### config.mk
export PLATFORM = sky130hd
export DESIGN_NAME = magnetometer_iron_calibration
export DESIGN_NICKNAME = d
export VERILOG_FILES = /design/src/rtl/mic_pkg.sv /design/src/rtl/magnetometer_iron_calibration.sv /design/src/rtl/mic_div.sv /design/src/rtl/mic_datapath.sv /design/src/rtl/mic_ctrl.sv
export SDC_FILE = /design/constraint.sdc
export NUM_CORES = 2
export LEC_CHECK = 0
export ABC_AREA = 1
export BUFFER_PORTS_ARGS = -buffer_cell sky130_fd_sc_hd__clkbuf_2
export CAP_MARGIN = 20
export CORE_ASPECT_RATIO = 0.5
export CORE_MARGIN = 2
export CORE_UTILIZATION = 35
export CTS_BUF_LIST = sky130_fd_sc_hd__clkbuf_16
export CTS_CLUSTER_DIAMETER = 100
export DETAILED_ROUTE_END_ITERATION = 10
export PLACE_DENSITY = 0.6
export SLEW_MARGIN = 10
export SYNTH_ARGS = -nofsm -noshare
export SYNTH_HDL_FRONTEND = slang
export SYNTH_HIERARCHICAL = 1
export SYNTH_SLANG_ARGS = --single-unit
### constraint.sdc
create_clock -name clk -period 8 [get_ports clk]
set_input_delay 0.4 -clock clk [delete_from_list [all_inputs] [get_ports clk]]
set_output_delay 0.4 -clock clk [all_outputs]
set_load 0.1 [all_outputs]
### src/rtl/mic_pkg.sv
package mic_pkg;

	localparam int FIELD_W    = 20;
	localparam int SCALE_W    = 16;
	localparam int CALIB_W    = 10;
	localparam int WARM_W     = 4;
	localparam int CPU_W      = 10;
	localparam int CNT_W      = 11;
	localparam int CFG_IDX_W  = 2;
	localparam int CFG_DATA_W = 10;
	localparam int AXES       = 3;
	localparam int OUT_W      = ((AXES * FIELD_W + 7) / 8) * 8;
	localparam int FIELD_MAX  = 2 ** (FIELD_W - 1) - 1;
	localparam int FIELD_MAG_MIN = 2 ** (FIELD_W - 1);

	// configuration register indexes
	localparam logic [CFG_IDX_W-1:0] REG_CALIB_SAMPLES  = 2'd0;
	localparam logic [CFG_IDX_W-1:0] REG_WARMUP_SAMPLES = 2'd1;
	localparam logic [CFG_IDX_W-1:0] REG_COUNTS_PER_UT  = 2'd2;

	localparam logic [1:0] AXIS_FIRST = 2'd0;
	localparam logic [1:0] AXIS_LAST  = 2'd2;

	typedef enum logic [2:0] {
		ST_IDLE,
		ST_EVAL,
		ST_MUL,
		ST_RANGE,
		ST_DSTART,
		ST_DWAIT,
		ST_EMIT
	} state_t;

	typedef enum logic [1:0] {
		MODE_MEAS,
		MODE_SCALE,
		MODE_OFFS
	} mode_t;

	typedef struct packed {
		logic       load;
		logic       begin_cal;
		logic       track;
		logic       mul;
		logic       range;
		logic       div_start;
		logic       store;
		logic       emit;
		mode_t      mode;
		logic [1:0] axis;
	} cmd_t;

	typedef struct packed {
		logic op;
		logic calibrating;
		logic run_end;
		logic div_done;
	} status_t;

endpackage

### src/rtl/magnetometer_iron_calibration.sv
// measure beat: the shared one-bit-per-cycle divider runs once per axis; a calibration
// sample is loaded and then tracked before the next one is taken
// run end: a range step, then three scale and three offset divisions
// one beat in flight at a time; the next beat is taken while a result waits in the output reg
// arst_n clears registers to their defaults, scale to one, offsets to zero, min/max trackers
// to the extreme values; no clearing pass is needed
module magnetometer_iron_calibration import mic_pkg::*; #(
	parameter int SAMPLE_WIDTH    = 16,
	parameter int SCALE_FRAC_BITS = 12
) (
	input  logic                                    clk,
	input  logic                                    arst_n,
	// sample stream in
	input  logic                                    s_tvalid,
	output logic                                    s_tready,
	input  logic [((3*SAMPLE_WIDTH+7)/8)*8-1:0]     s_tdata,  // raw_x, raw_y, raw_z, zero pad
	input  logic                                    s_tuser,  // operation
	// result stream out
	output logic                                    m_tvalid,
	input  logic                                    m_tready,
	output logic [OUT_W-1:0]                        m_tdata,  // field_x, field_y, field_z, zero pad
	output logic                                    m_tuser,  // kind
	// register write channel
	input  logic                                    cfg_valid,
	output logic                                    cfg_ready,
	input  logic [CFG_IDX_W-1:0]                    cfg_index,
	input  logic [CFG_DATA_W-1:0]                   cfg_data
);

	status_t                    status;
	cmd_t                       cmd;
	logic [AXES*FIELD_W-1:0]    out_data;

	// register writes are always accepted
	assign cfg_ready = 1'b1;

	// sequencer: accept, evaluate, calibration tracking and range, per-axis multiply and divide, emit
	mic_ctrl u_ctrl (
		.clk     (clk),
		.arst_n  (arst_n),
		.s_tvalid(s_tvalid),
		.s_tready(s_tready),
		.m_tready(m_tready),
		.m_tvalid(m_tvalid),
		.status  (status),
		.cmd     (cmd)
	);

	// trackers, calibration state, multiplier, divider and output register
	mic_datapath #(
		.SAMPLE_WIDTH   (SAMPLE_WIDTH),
		.SCALE_FRAC_BITS(SCALE_FRAC_BITS)
	) u_dp (
		.clk      (clk),
		.arst_n   (arst_n),
		.cfg_we   (cfg_valid),
		.cfg_index(cfg_index),
		.cfg_data (cfg_data),
		.in_op    (s_tuser),
		.in_raw   (s_tdata[3*SAMPLE_WIDTH-1:0]),
		.cmd      (cmd),
		.status   (status),
		.out_kind (m_tuser),
		.out_data (out_data)
	);

	// pad the three fields up to whole bytes
	assign m_tdata = OUT_W'(out_data);

endmodule

### src/rtl/mic_div.sv
module mic_div #(
	parameter int NW = 41,
	parameter int DW = 27
) (
	input  logic          clk,
	input  logic          arst_n,
	input  logic          start,
	input  logic [NW-1:0] num,
	input  logic [DW-1:0] den,
	output logic          done,
	output logic [NW-1:0] quo
);

	localparam int CW = $clog2(NW + 1);

	logic [CW-1:0] cnt_q;
	logic          done_q;
	logic [DW-1:0] rem_q;
	logic [DW-1:0] den_q;
	logic [NW-1:0] quo_q;
	logic [DW:0]   trial;
	logic [DW:0]   diff;
	logic          fits;

	// restoring division, one quotient bit a cycle
	assign trial = {rem_q, quo_q[NW-1]};
	assign diff  = trial - {1'b0, den_q};
	assign fits  = trial >= {1'b0, den_q};

	always_ff @(posedge clk or negedge arst_n) begin
		if (!arst_n) begin
			cnt_q  <= '0;
			done_q <= 1'b0;
		end else begin
			done_q <= (cnt_q == CW'(1));
			if (start) begin
				cnt_q <= CW'(NW);
			end else if (cnt_q != '0) begin
				cnt_q <= cnt_q - 1'b1;
			end
		end
	end

	always_ff @(posedge clk) begin
		if (start) begin
			rem_q <= '0;
			den_q <= den;
			quo_q <= num;
		end else if (cnt_q != '0) begin
			rem_q <= fits ? diff[DW-1:0] : trial[DW-1:0];
			quo_q <= {quo_q[NW-2:0], fits};
		end
	end

	assign done = done_q;
	assign quo  = quo_q;

endmodule

### src/rtl/mic_datapath.sv
module mic_datapath import mic_pkg::*; #(
	parameter int SAMPLE_WIDTH    = 16,
	parameter int SCALE_FRAC_BITS = 12
) (
	input  logic                        clk,
	input  logic                        arst_n,
	input  logic                        cfg_we,
	input  logic [CFG_IDX_W-1:0]        cfg_index,
	input  logic [CFG_DATA_W-1:0]       cfg_data,
	input  logic                        in_op,
	input  logic [AXES*SAMPLE_WIDTH-1:0] in_raw,
	input  cmd_t                        cmd,
	output status_t                     status,
	output logic                        out_kind,
	output logic [AXES*FIELD_W-1:0]     out_data
);

	localparam int SW = SAMPLE_WIDTH;
	localparam int F  = SCALE_FRAC_BITS;
	localparam int NW = SW + 25;
	localparam int DW = (F + 11 > SW + 2) ? F + 11 : SW + 2;
	localparam int PW = SW + 1 + SCALE_W;
	localparam logic [SW-1:0] MIN_INIT = {1'b0, {(SW-1){1'b1}}};
	localparam logic [SW-1:0] MAX_INIT = {1'b1, {(SW-1){1'b0}}};
	localparam logic [SCALE_W-1:0] SCALE_ONE = (F >= SCALE_W) ? '1 : SCALE_W'(1 << F);

	logic [CALIB_W-1:0] calib_q;
	logic [WARM_W-1:0]  warm_q;
	logic [CPU_W-1:0]   cpu_q;

	logic               op_q;
	logic [SW-1:0]      raw_q [AXES];
	logic [SW-1:0]      min_q [AXES];
	logic [SW-1:0]      max_q [AXES];
	logic [SW:0]        off_q [AXES];
	logic [SCALE_W-1:0] scl_q [AXES];
	logic [SW-1:0]      rng_q [AXES];
	logic [SW+1:0]      sum_q;
	logic               cal_q;
	logic [CNT_W-1:0]   cnt_q;
	logic [PW-1:0]      prod_q;
	logic               neg_q;
	logic [FIELD_W-1:0] res_q [AXES];
	logic [FIELD_W-1:0] out_q [AXES];
	logic               out_kind_q;

	logic [CPU_W-1:0]   cpu_eff;
	logic [CALIB_W-1:0] calib_eff;
	logic [CNT_W-1:0]   target;
	logic [CNT_W-1:0]   cnt_next;
	logic               run_end;
	logic               tracked;
	logic [SW-1:0]      rng_w [AXES];
	logic [SW:0]        offs_w [AXES];
	logic [SW+1:0]      sum_w;
	logic [SW+1:0]      d;
	logic [SW+1:0]      d_abs;
	logic [SW:0]        off_abs;
	logic [PW-1:0]      prod_w;
	logic [SW+1:0]      den3;
	logic [NW-1:0]      div_num;
	logic [DW-1:0]      div_den;
	logic               div_done;
	logic [NW-1:0]      quo;
	logic               res_neg;
	logic [FIELD_W-1:0] field_val;
	logic [SCALE_W-1:0] scale_val;

	assign cpu_eff   = (cpu_q == '0) ? CPU_W'(1) : cpu_q;
	assign calib_eff = (calib_q == '0) ? CALIB_W'(1) : calib_q;
	assign target    = CNT_W'(warm_q) + CNT_W'(calib_eff);
	assign cnt_next  = (cnt_q == '1) ? cnt_q : cnt_q + 1'b1;
	assign run_end   = cnt_next >= target;
	assign tracked   = cnt_next > CNT_W'(warm_q);

	always_comb begin
		logic [SW:0] diff;
		sum_w = '0;
		for (int i = 0; i < AXES; i++) begin
			diff      = {max_q[i][SW-1], max_q[i]} - {min_q[i][SW-1], min_q[i]};
			rng_w[i]  = (!diff[SW] && diff != '0) ? diff[SW-1:0] : '0;
			offs_w[i] = {max_q[i][SW-1], max_q[i]} + {min_q[i][SW-1], min_q[i]};
			sum_w     = sum_w + (SW+2)'(rng_w[i]);
		end
	end

	// doubled raw minus offset, both in half-counts
	assign d       = {raw_q[cmd.axis][SW-1], raw_q[cmd.axis], 1'b0}
	               - {off_q[cmd.axis][SW], off_q[cmd.axis]};
	assign d_abs   = d[SW+1] ? (~d + 1'b1) : d;
	assign off_abs = off_q[cmd.axis][SW] ? (~off_q[cmd.axis] + 1'b1) : off_q[cmd.axis];
	assign prod_w  = {{SCALE_W{1'b0}}, d_abs[SW:0]} * {{(SW+1){1'b0}}, scl_q[cmd.axis]};
	assign den3    = {2'b00, rng_q[cmd.axis]} + {1'b0, rng_q[cmd.axis], 1'b0};

	// magnitude plus half the divisor, so the floor quotient rounds half away
	always_comb begin
		unique case (cmd.mode)
			MODE_MEAS: begin
				div_num = (NW'(prod_q) << 6) + (NW'(cpu_eff) << F);
				div_den = DW'(cpu_eff) << (F + 1);
			end
			MODE_SCALE: begin
				div_num = (NW'(sum_q) << F) + NW'(den3 >> 1);
				div_den = DW'(den3);
			end
			MODE_OFFS: begin
				div_num = (NW'(off_abs) << 6) + NW'(cpu_eff);
				div_den = DW'({cpu_eff, 1'b0});
			end
			default: begin
				div_num = '0;
				div_den = '0;
			end
		endcase
	end

	mic_div #(
		.NW(NW),
		.DW(DW)
	) u_div (
		.clk   (clk),
		.arst_n(arst_n),
		.start (cmd.div_start),
		.num   (div_num),
		.den   (div_den),
		.done  (div_done),
		.quo   (quo)
	);

	assign res_neg = (cmd.mode == MODE_MEAS) ? neg_q : off_q[cmd.axis][SW];

	always_comb begin
		if (!res_neg) begin
			field_val = (quo > NW'(FIELD_MAX)) ? FIELD_W'(FIELD_MAX) : quo[FIELD_W-1:0];
		end else if (quo > NW'(FIELD_MAG_MIN)) begin
			field_val = {1'b1, {(FIELD_W-1){1'b0}}};
		end else begin
			field_val = ~quo[FIELD_W-1:0] + 1'b1;
		end
		if (rng_q[cmd.axis] == '0 || quo > NW'({SCALE_W{1'b1}})) begin
			scale_val = '1;
		end else begin
			scale_val = quo[SCALE_W-1:0];
		end
	end

	always_ff @(posedge clk or negedge arst_n) begin
		if (!arst_n) begin
			calib_q <= CALIB_W'(100);
			warm_q  <= WARM_W'(3);
			cpu_q   <= CPU_W'(120);
			cal_q   <= 1'b0;
			cnt_q   <= '0;
			for (int i = 0; i < AXES; i++) begin
				min_q[i] <= MIN_INIT;
				max_q[i] <= MAX_INIT;
				off_q[i] <= '0;
				scl_q[i] <= SCALE_ONE;
			end
		end else begin
			if (cfg_we) begin
				unique case (cfg_index)
					REG_CALIB_SAMPLES:  calib_q <= cfg_data[CALIB_W-1:0];
					REG_WARMUP_SAMPLES: warm_q  <= cfg_data[WARM_W-1:0];
					REG_COUNTS_PER_UT:  cpu_q   <= cfg_data[CPU_W-1:0];
					default: ;
				endcase
			end
			if (cmd.begin_cal) begin
				cal_q <= 1'b1;
				cnt_q <= '0;
				for (int i = 0; i < AXES; i++) begin
					min_q[i] <= MIN_INIT;
					max_q[i] <= MAX_INIT;
				end
			end
			if (cmd.track) begin
				cnt_q <= cnt_next;
				if (run_end) begin
					cal_q <= 1'b0;
				end
				if (tracked) begin
					for (int i = 0; i < AXES; i++) begin
						if ($signed(raw_q[i]) < $signed(min_q[i])) min_q[i] <= raw_q[i];
						if ($signed(raw_q[i]) > $signed(max_q[i])) max_q[i] <= raw_q[i];
					end
				end
			end
			if (cmd.range) begin
				for (int i = 0; i < AXES; i++) begin
					off_q[i] <= offs_w[i];
				end
			end
			if (cmd.store && cmd.mode == MODE_SCALE) begin
				scl_q[cmd.axis] <= scale_val;
			end
		end
	end

	always_ff @(posedge clk) begin
		if (cmd.load) begin
			op_q <= in_op;
			for (int i = 0; i < AXES; i++) begin
				raw_q[i] <= in_raw[i*SW +: SW];
			end
		end
		if (cmd.range) begin
			sum_q <= sum_w;
			for (int i = 0; i < AXES; i++) begin
				rng_q[i] <= rng_w[i];
			end
		end
		if (cmd.mul) begin
			prod_q <= prod_w;
			neg_q  <= d[SW+1];
		end
		if (cmd.store && cmd.mode != MODE_SCALE) begin
			res_q[cmd.axis] <= field_val;
		end
		if (cmd.emit) begin
			out_kind_q <= (cmd.mode == MODE_OFFS);
			for (int i = 0; i < AXES; i++) begin
				out_q[i] <= res_q[i];
			end
		end
	end

	always_comb begin
		for (int i = 0; i < AXES; i++) begin
			out_data[i*FIELD_W +: FIELD_W] = out_q[i];
		end
	end

	assign out_kind           = out_kind_q;
	assign status.op          = op_q;
	assign status.calibrating = cal_q;
	assign status.run_end     = run_end;
	assign status.div_done    = div_done;

endmodule

### src/rtl/mic_ctrl.sv
module mic_ctrl import mic_pkg::*; (
	input  logic    clk,
	input  logic    arst_n,
	input  logic    s_tvalid,
	output logic    s_tready,
	input  logic    m_tready,
	output logic    m_tvalid,
	input  status_t status,
	output cmd_t    cmd
);

	state_t     state_q, state_d;
	mode_t      mode_q, mode_d;
	logic [1:0] axis_q, axis_d;
	logic       out_valid_q;
	logic       out_free;

	assign out_free = !out_valid_q || m_tready;

	always_comb begin
		state_d = state_q;
		mode_d  = mode_q;
		axis_d  = axis_q;
		unique case (state_q)
			ST_IDLE: begin
				if (s_tvalid) state_d = ST_EVAL;
			end
			ST_EVAL: begin
				if (status.op) begin
					state_d = ST_IDLE;
				end else if (status.calibrating) begin
					state_d = status.run_end ? ST_RANGE : ST_IDLE;
				end else begin
					state_d = ST_MUL;
					mode_d  = MODE_MEAS;
					axis_d  = AXIS_FIRST;
				end
			end
			ST_RANGE: begin
				state_d = ST_DSTART;
				mode_d  = MODE_SCALE;
				axis_d  = AXIS_FIRST;
			end
			ST_MUL:    state_d = ST_DSTART;
			ST_DSTART: state_d = ST_DWAIT;
			ST_DWAIT: begin
				if (status.div_done) begin
					if (axis_q == AXIS_LAST) begin
						if (mode_q == MODE_SCALE) begin
							state_d = ST_DSTART;
							mode_d  = MODE_OFFS;
							axis_d  = AXIS_FIRST;
						end else begin
							state_d = ST_EMIT;
						end
					end else begin
						axis_d  = axis_q + 1'b1;
						state_d = (mode_q == MODE_MEAS) ? ST_MUL : ST_DSTART;
					end
				end
			end
			ST_EMIT: begin
				if (out_free) state_d = ST_IDLE;
			end
			default: state_d = ST_IDLE;
		endcase
	end

	always_comb begin
		cmd      = '0;
		cmd.mode = mode_q;
		cmd.axis = axis_q;
		unique case (state_q)
			ST_IDLE:   cmd.load      = s_tvalid;
			ST_EVAL: begin
				cmd.begin_cal = status.op;
				cmd.track     = !status.op && status.calibrating;
			end
			ST_MUL:    cmd.mul       = 1'b1;
			ST_RANGE:  cmd.range     = 1'b1;
			ST_DSTART: cmd.div_start = 1'b1;
			ST_DWAIT:  cmd.store     = status.div_done;
			ST_EMIT:   cmd.emit      = out_free;
			default: ;
		endcase
	end

	always_ff @(posedge clk or negedge arst_n) begin
		if (!arst_n) begin
			state_q     <= ST_IDLE;
			mode_q      <= MODE_MEAS;
			axis_q      <= AXIS_FIRST;
			out_valid_q <= 1'b0;
		end else begin
			state_q <= state_d;
			mode_q  <= mode_d;
			axis_q  <= axis_d;
			if (cmd.emit) begin
				out_valid_q <= 1'b1;
			end else if (m_tready) begin
				out_valid_q <= 1'b0;
			end
		end
	end

	assign s_tready = (state_q == ST_IDLE);
	assign m_tvalid = out_valid_q;

endmodule
# Yosys cells after proc, flatten, opt, wreduce, memory -nomap -nowiden
# Memory sizes are Yosys's and may differ from the RTL's.
# Cells that the tools add are included.
[totals] elab_cells=215 ram_bits=216 mem_count=4 in_bits=66 regBits=387 output_inout_bits=68
[classes] order_cmp=14 multipliers=1 muxes=83 add_sub_neg=21 bitwise=4 eq_ne=22 reduce_logical=35
[memory_table] name="u_dp.out_q" depth=3 width=20 read_ports=3 rd_clocked_by_memory_dff=0 wr=3 line="mic_datapath.sv:44" text="logic [FIELD_W-1:0] out_q [AXES];"
[memory_table] name="u_dp.res_q" depth=3 width=20 read_ports=3 rd_clocked_by_memory_dff=0 wr=1 line="mic_datapath.sv:43" text="logic [FIELD_W-1:0] res_q [AXES];"
[memory_table] name="u_dp.raw_q" depth=3 width=16 read_ports=4 rd_clocked_by_memory_dff=0 wr=3 line="mic_datapath.sv:32" text="logic [SW-1:0] raw_q [AXES];"
[memory_table] name="u_dp.rng_q" depth=3 width=16 read_ports=1 rd_clocked_by_memory_dff=0 wr=3 line="mic_datapath.sv:37" text="logic [SW-1:0] rng_q [AXES];"
[ops] op="$mux W48" n=6
[ops] op="$mux W16" n=13
[ops] op="$pmux W41 S3" n=1
[ops] op="$mux W41" n=2
[ops] op="$pmux W23 S3" n=1
[ops] op="$add A16 B16 Y17" n=4
[ops] op="$mux W17" n=4
[ops] op="$mux W20" n=3
[ops] op="$reduce_bool A17 Y1" n=3
[ops] op="$sub A16 B16 Y17" n=3
[ops] op="$bwmux W48" n=1
[ops] op="$gt A16 B16 Y1" n=3
[ops] op="$lt A16 B16 Y1" n=3
[ops] op="$gt A41 B16 Y1 const B" n=1
[ops] op="$gt A41 B19 Y1 const B" n=1
[ops] op="$gt A41 B20 Y1 const B" n=1
[ops] op="$add A39 B22 Y40" n=1
[ops] op="$add A17 B1 Y17 const B" n=2
[ops] op="$bmux W17 S2" n=1
[ops] op="$not A17 Y17" n=2
[ops] op="$mul A17 B16 Y33" n=1
[ops] op="$mux W11" n=3
[ops] op="$bmux W16 S2" n=1
[ops] op="$demux W16 S2" n=1
[ops] op="other kinds (51)" n=118

# Depth between registers and ports, before layout
[logic_depth] ltp_word=10 depth_mapped=48 mapped_depth_nobuf=45

# Hierarchy
# The synthesis kept the hierarchy.
[by_module_without_submodules] module="mic_datapath" cells_per_inst=5203 area_each_um2=43015.0 seq_area_each_um2=13963.4 n_inst=1
[by_module_without_submodules] module="mic_div" cells_per_inst=741 area_each_um2=5489.0 seq_area_each_um2=2557.5 n_inst=1
[by_module_without_submodules] module="mic_ctrl" cells_per_inst=97 area_each_um2=591.8 seq_area_each_um2=200.2 n_inst=1
[by_module_without_submodules] module="magnetometer_iron_calibration" cells_per_inst=7 area_each_um2=45.0 seq_area_each_um2=0.0 n_inst=1

# Least setup slack after synthesis
# OpenSTA, ideal clock, no wires.
[synth_path] path_kind="reg-to-reg" from="register u_ctrl.axis_q[0]" to="register u_dp.prod_q[32], data pin" t_required_ps=7739 synth_period_minus_slack_ps=8418 setup_slack_ps=-418 stages_incl_launch_ff=44 setup_ps=261 t_arrival_ps=8157 path_buffers=4 path_cell_list="dfrtp_1 > buf_6 > nor2_8 > buf_8 > buf_6 > clkbuf_1 > a22oi_1 > o21ai_0 > fa_1 > nand3_1 > nand3_2 > nand2_1 > nand2_1 > xnor2_2 > inv_1 > nor3_4 > nand2_2 > nor2_2 > [... 8 more ...] > fa_1 > fa_1 > fa_1 > inv_1 > fa_1 > inv_1 > ha_1 > a21oi_1 > inv_1 > a21oi_1 > o21ai_0 > a21oi_1 > o21ai_0 > a21oi_1 > inv_1 > nand2_1 > nand2_1 > xor2_1"
[synth_between] elab_chain_len=9 elab_cells_between_ends=13 classes_between="2 x add/sub; 1 x mul; 7 x mux; 2 x bitwise; 1 x memory"
[synth_lines] element="from (decl)" line="mic_ctrl.sv:14" text="logic [1:0] axis_q, axis_d;"
[synth_lines] element="from (signal assigned)" line="mic_ctrl.sv:97" text="axis_q <= axis_d;"
[synth_lines] element="$not A2 Y3 (not written as such)" line="mic_datapath.sv:89, mic_datapath.sv:92"
[synth_lines] element="$bmux W17 S2" line="mic_datapath.sv:89" text="- {off_q[cmd.axis][SW], off_q[cmd.axis]};"
[synth_lines] element="$mux W17 (not written as such) (2 in series)" line="mic_datapath.sv:89"
[synth_lines] element="$sub A17 B17 Y18" line="mic_datapath.sv:89"
[synth_lines] element="$not A17 Y17" line="mic_datapath.sv:90" text="assign d_abs = d[SW+1] ? (~d + 1'b1) : d;"
[synth_lines] element="$add A17 B1 Y17" line="mic_datapath.sv:90"
[synth_lines] element="$mux W17" line="mic_datapath.sv:90"
[synth_lines] element="$mul A17 B16 Y33 *" line="mic_datapath.sv:92" text="assign prod_w = {{SCALE_W{1'b0}}, d_abs[SW:0]} * {{(SW+1){1'b0}}, scl_q[cmd.axis]};"
[synth_lines] element="net u_dp.prod_w[32]" line="mic_datapath.sv:59" text="logic [PW-1:0] prod_w;"
[synth_lines] element="to (signal assigned)" line="mic_datapath.sv:214" text="prod_q <= prod_w;"
[synth_lines] element="to (decl)" line="mic_datapath.sv:41" text="logic [PW-1:0] prod_q;"
# The timed path passes the listed nets; every way through them passes the cells marked *. The select of a mux whose other input is x is not followed.
# A chain may end at the register's enable or synchronous reset.

# Worst setup path in the final report
[layout_path] from="register u_ctrl.axis_q[1]" to="register u_dp.prod_q[32], data pin"
# The elaborated chain is that of the path after synthesis.

==> impl_metrics.tcl <==
set metrics [dict create \
    dp.cells 8229 \
    hp-start "cfg_data[0]" \
    grt_pass1_vias 40210 \
    relSlewSlack 0.1936 \
    path_delay_family "adder cells" \
    vias 42200 \
    syn-instance-count 6048 \
    rows 97 \
    fp.dieH_um 269.0 \
    postLayoutSetupSlackWorst_ns -0.1742 \
    multi_input_area_um2 29490 \
    final-setup-viol-count 10 \
    cp_slowest_cell "fa_2" \
    root_buffer "clkbuf_16" \
    use_met1 0.2965 \
    worst_ep_arrival_time_ns 8.57 \
    final_area_um2 59420 \
    place_area_um2 54160 \
    portBuffers 128 \
    routedWlPerCell_um 17.92 \
    layout.nets 7298 \
    drc_errors 0 \
    async_flop_share 0.4080 \
    grt_util_all_layers 0.2096 \
    syn_area_um2 49140 \
    r2r-start "u_ctrl/axis_q[1]" \
    htree_levels 3 \
    status "complete, but fails checks" \
    num_io_pins 134 \
    cp-start-kind "flop" \
    dp_hpwl_um 120000 \
    synth_warnings 6 \
    hold_path_depth 3 \
    cp.required_ns 8.40 \
    grt_max_degree 74 \
    worst_clock_skew_ns 0.02695 \
    grt_overflow 0 \
    synth_ff_type "edfxtp_1" \
    core_um2 139700 \
    cap_violations 0 \
    rsz0062_at_grt "true" \
    instances_no_fill 8511 \
    min_to "u_dp/warm_q[0]" \
    ys_seq_elements 603 \
    cts_buffers 66 \
    met3_usage 0.02948 \
    busiest_layer "met2" \
    slowest_delay_ns 0.64 \
    regArea_um2 16730 \
    final_util 0.4254 \
    endpoint_kind "flop" \
    syn_to_final_growth_pct 20.91 \
    syn_area_per_cell_um2 8.125 \
    grt_pass1_wl_um 234000 \
    clk_latency_ns 0.66 \
    critical_path_buf_inv_count 8 \
    synth_most_common_cell "nand2_1" \
    path_clk_slew_ns 0.06 \
    cts_tree "yes" \
    grt_util_met2 0.3341 \
    yosysSeqAreaShare 0.3403 \
    cts_max_path_buffers 3 \
    timing.final.crit_share 1.022 \
    critPathMostFrequentCell "fa_1" \
    synth_top_area_cell "edfxtp_1" \
    initial_core_util 0.3518 \
    wirelength_um 152500 \
    crit_fanout 8 \
    clock.fmax_mhz 122.3 \
    r2r_slack_ns -0.17 \
    reg2reg_depth 37 \
    dieArea_um2 143600 \
    hold_path.class "in -> reg" \
    yosys-top-cells-count "1406 x nand2_1, 944 x inv_1, 511 x nor2_1" \
    path_class "reg -> reg" \
    antenna_found_initial 0 \
    synth_edf_count 334 \
    yosysTopAreaCellShare 0.2041 \
    drive_gt1_frac 0.1859 \
    cts.sinks 603 \
    reg2reg_to "u_dp/prod_q[32]" \
    hold_violations 0 \
    ys_types 76 \
    fp.dieW_um 533.9 \
    gp_congestion 0.9481 \
    drv_slew 0 \
    tightest_slew_ns 1.199 \
    ant_nets 0 \
    dpl_worst_slack_ns -0.5214 \
    violations "negative setup slack" \
    drtPass1Iterations 6 \
    vias_per_cell 4.959 \
    fillers 13940 \
    yosys-top-cells-area "edfxtp_1 20%, ha_1 11%, nand2_1 11%" \
    initialDrtViolationCount 3533 \
    fin_crit_ns 8.174 \
]
timing repair:
item	in CTS	in global routing
gates resized for setup	210	202
endpoints found under the setup margin	22	23
hold buffers	58	0
hold endpoints to repair	115	0
cloned	4	0
setup buffers	62	33
pin swaps	127	128
sequential cells by signal, indices dropped and copies added (netlist names), 4 cells and up:
signal,count
u_dp/prod_q,33
u_dp/u_div/cnt_q,6
u_dp/u_div/den_q,23
u_dp/out_q,60
u_dp/warm_q,4
u_dp/u_div/quo,41
u_dp/raw_q,48
u_dp/scl_q,48
u_dp/cnt_q,11
u_dp/min_q,48
u_dp/rng_q,48
u_dp/calib_q,10
u_dp/u_div/rem_q,23
u_dp/max_q,48
u_dp/off_q,51
u_dp/cpu_q,10
u_dp/res_q,60
u_dp/sum_q,18
area by class of cell:
type                    instances  area share
clock inverters                53    0.007981
repair buffers                638     0.08364
diodes                          1  0.00004212
multi-input cells            4299      0.4963
well taps                    1881     0.03961
flip-flops and latches        603      0.2815
clock buffers                  69     0.02906
repair inverters                1   0.0001053
inverters                     966     0.06178
cells in the final DEF (no fill, tap or decap), types with 35 or more instances in the layout:
cell type / instances
xor2_1: 137
inv_1: 908
clkbuf_2: 127
nor2_1: 479
nor2_2: 45
clkbuf_16: 69
nand4_1: 92
nand2_1: 1346
edfxtp_1: 334
a21oi_1: 309
ha_1: 410
nand2_2: 65
nand3_1: 288
buf_6: 38
nor3_1: 51
inv_2: 60
dfstp_2: 60
o21ai_1: 51
xnor2_1: 39
fa_1: 207
dlygate4sd3_1: 58
dfrtp_1: 184
mux2_2: 43
nand2_4: 35
buf_4: 398
o21ai_0: 264
worst reg2reg max path: cells and delay by family, from the launching register on:
family	cells	cell delay (ns)
AO/OA/AOI/OAI	13	1.99
XOR/XNOR	1	0.14
adder cells (fa/ha/maj)	8	3.53
buffers and inverters	8	1.00
flip-flops	1	0.53
AND/OR/NAND/NOR	7	0.73
worst max path at each step:
stage | from | end | slack [ns] | depth (start not counted)
final | u_ctrl/axis_q[1] | u_dp/prod_q[32] | -0.17 | 37
after global routing | u_ctrl/axis_q[1] | u_dp/prod_q[32] | -0.45 | 43
after CTS | u_ctrl/axis_q[1] | u_dp/prod_q[32] | -0.07 | 43
after detailed placement | u_ctrl/axis_q[0] | u_dp/prod_q[30] | -0.52 | 39
after global placement | u_ctrl/axis_q[1] | u_dp/prod_q[32] | -0.30 | 38
after floorplan | u_ctrl/axis_q[0] | u_dp/prod_q[32] | -0.02 | 44
cells by family after synthesis:
kind of cell / after synthesis / synth area share
flops: 603 / 0.3403
fa+ha+maj: 657 / 0.2013
other cells: 3 / 0.0002291
xor+xnor: 185 / 0.03389
mux: 43 / 0.009854
simple gates: 2538 / 0.2229
compound gates: 869 / 0.09897
buf+inv: 1150 / 0.09253
through the flow:
step / TNS (ns) / hold slack (ns)
CTS: -0.2835 / 0.01149
global route: -5.168 / 0.04691
global placement: -3.072 / 0.4015
floorplan: -0.03220 / 0.1044
detailed placement: -6.456 / 0.4045
finish: -0.8951 / 0.05811
per-layer routing:
| metal | up-vias | share of wire |
|---|---|---|
| li1 | 20710 | - |
| met1 | 20080 | 0.46 |
| met2 | 1200 | 0.45 |
| met3 | 216 | 0.062 |
| met4 | 0 | 0.029 |
| met5 | - | 0 |
Power is left out: the tool's default activity adds up to more than one toggle a clock period on the data nets, which glitch-free logic cannot reach.
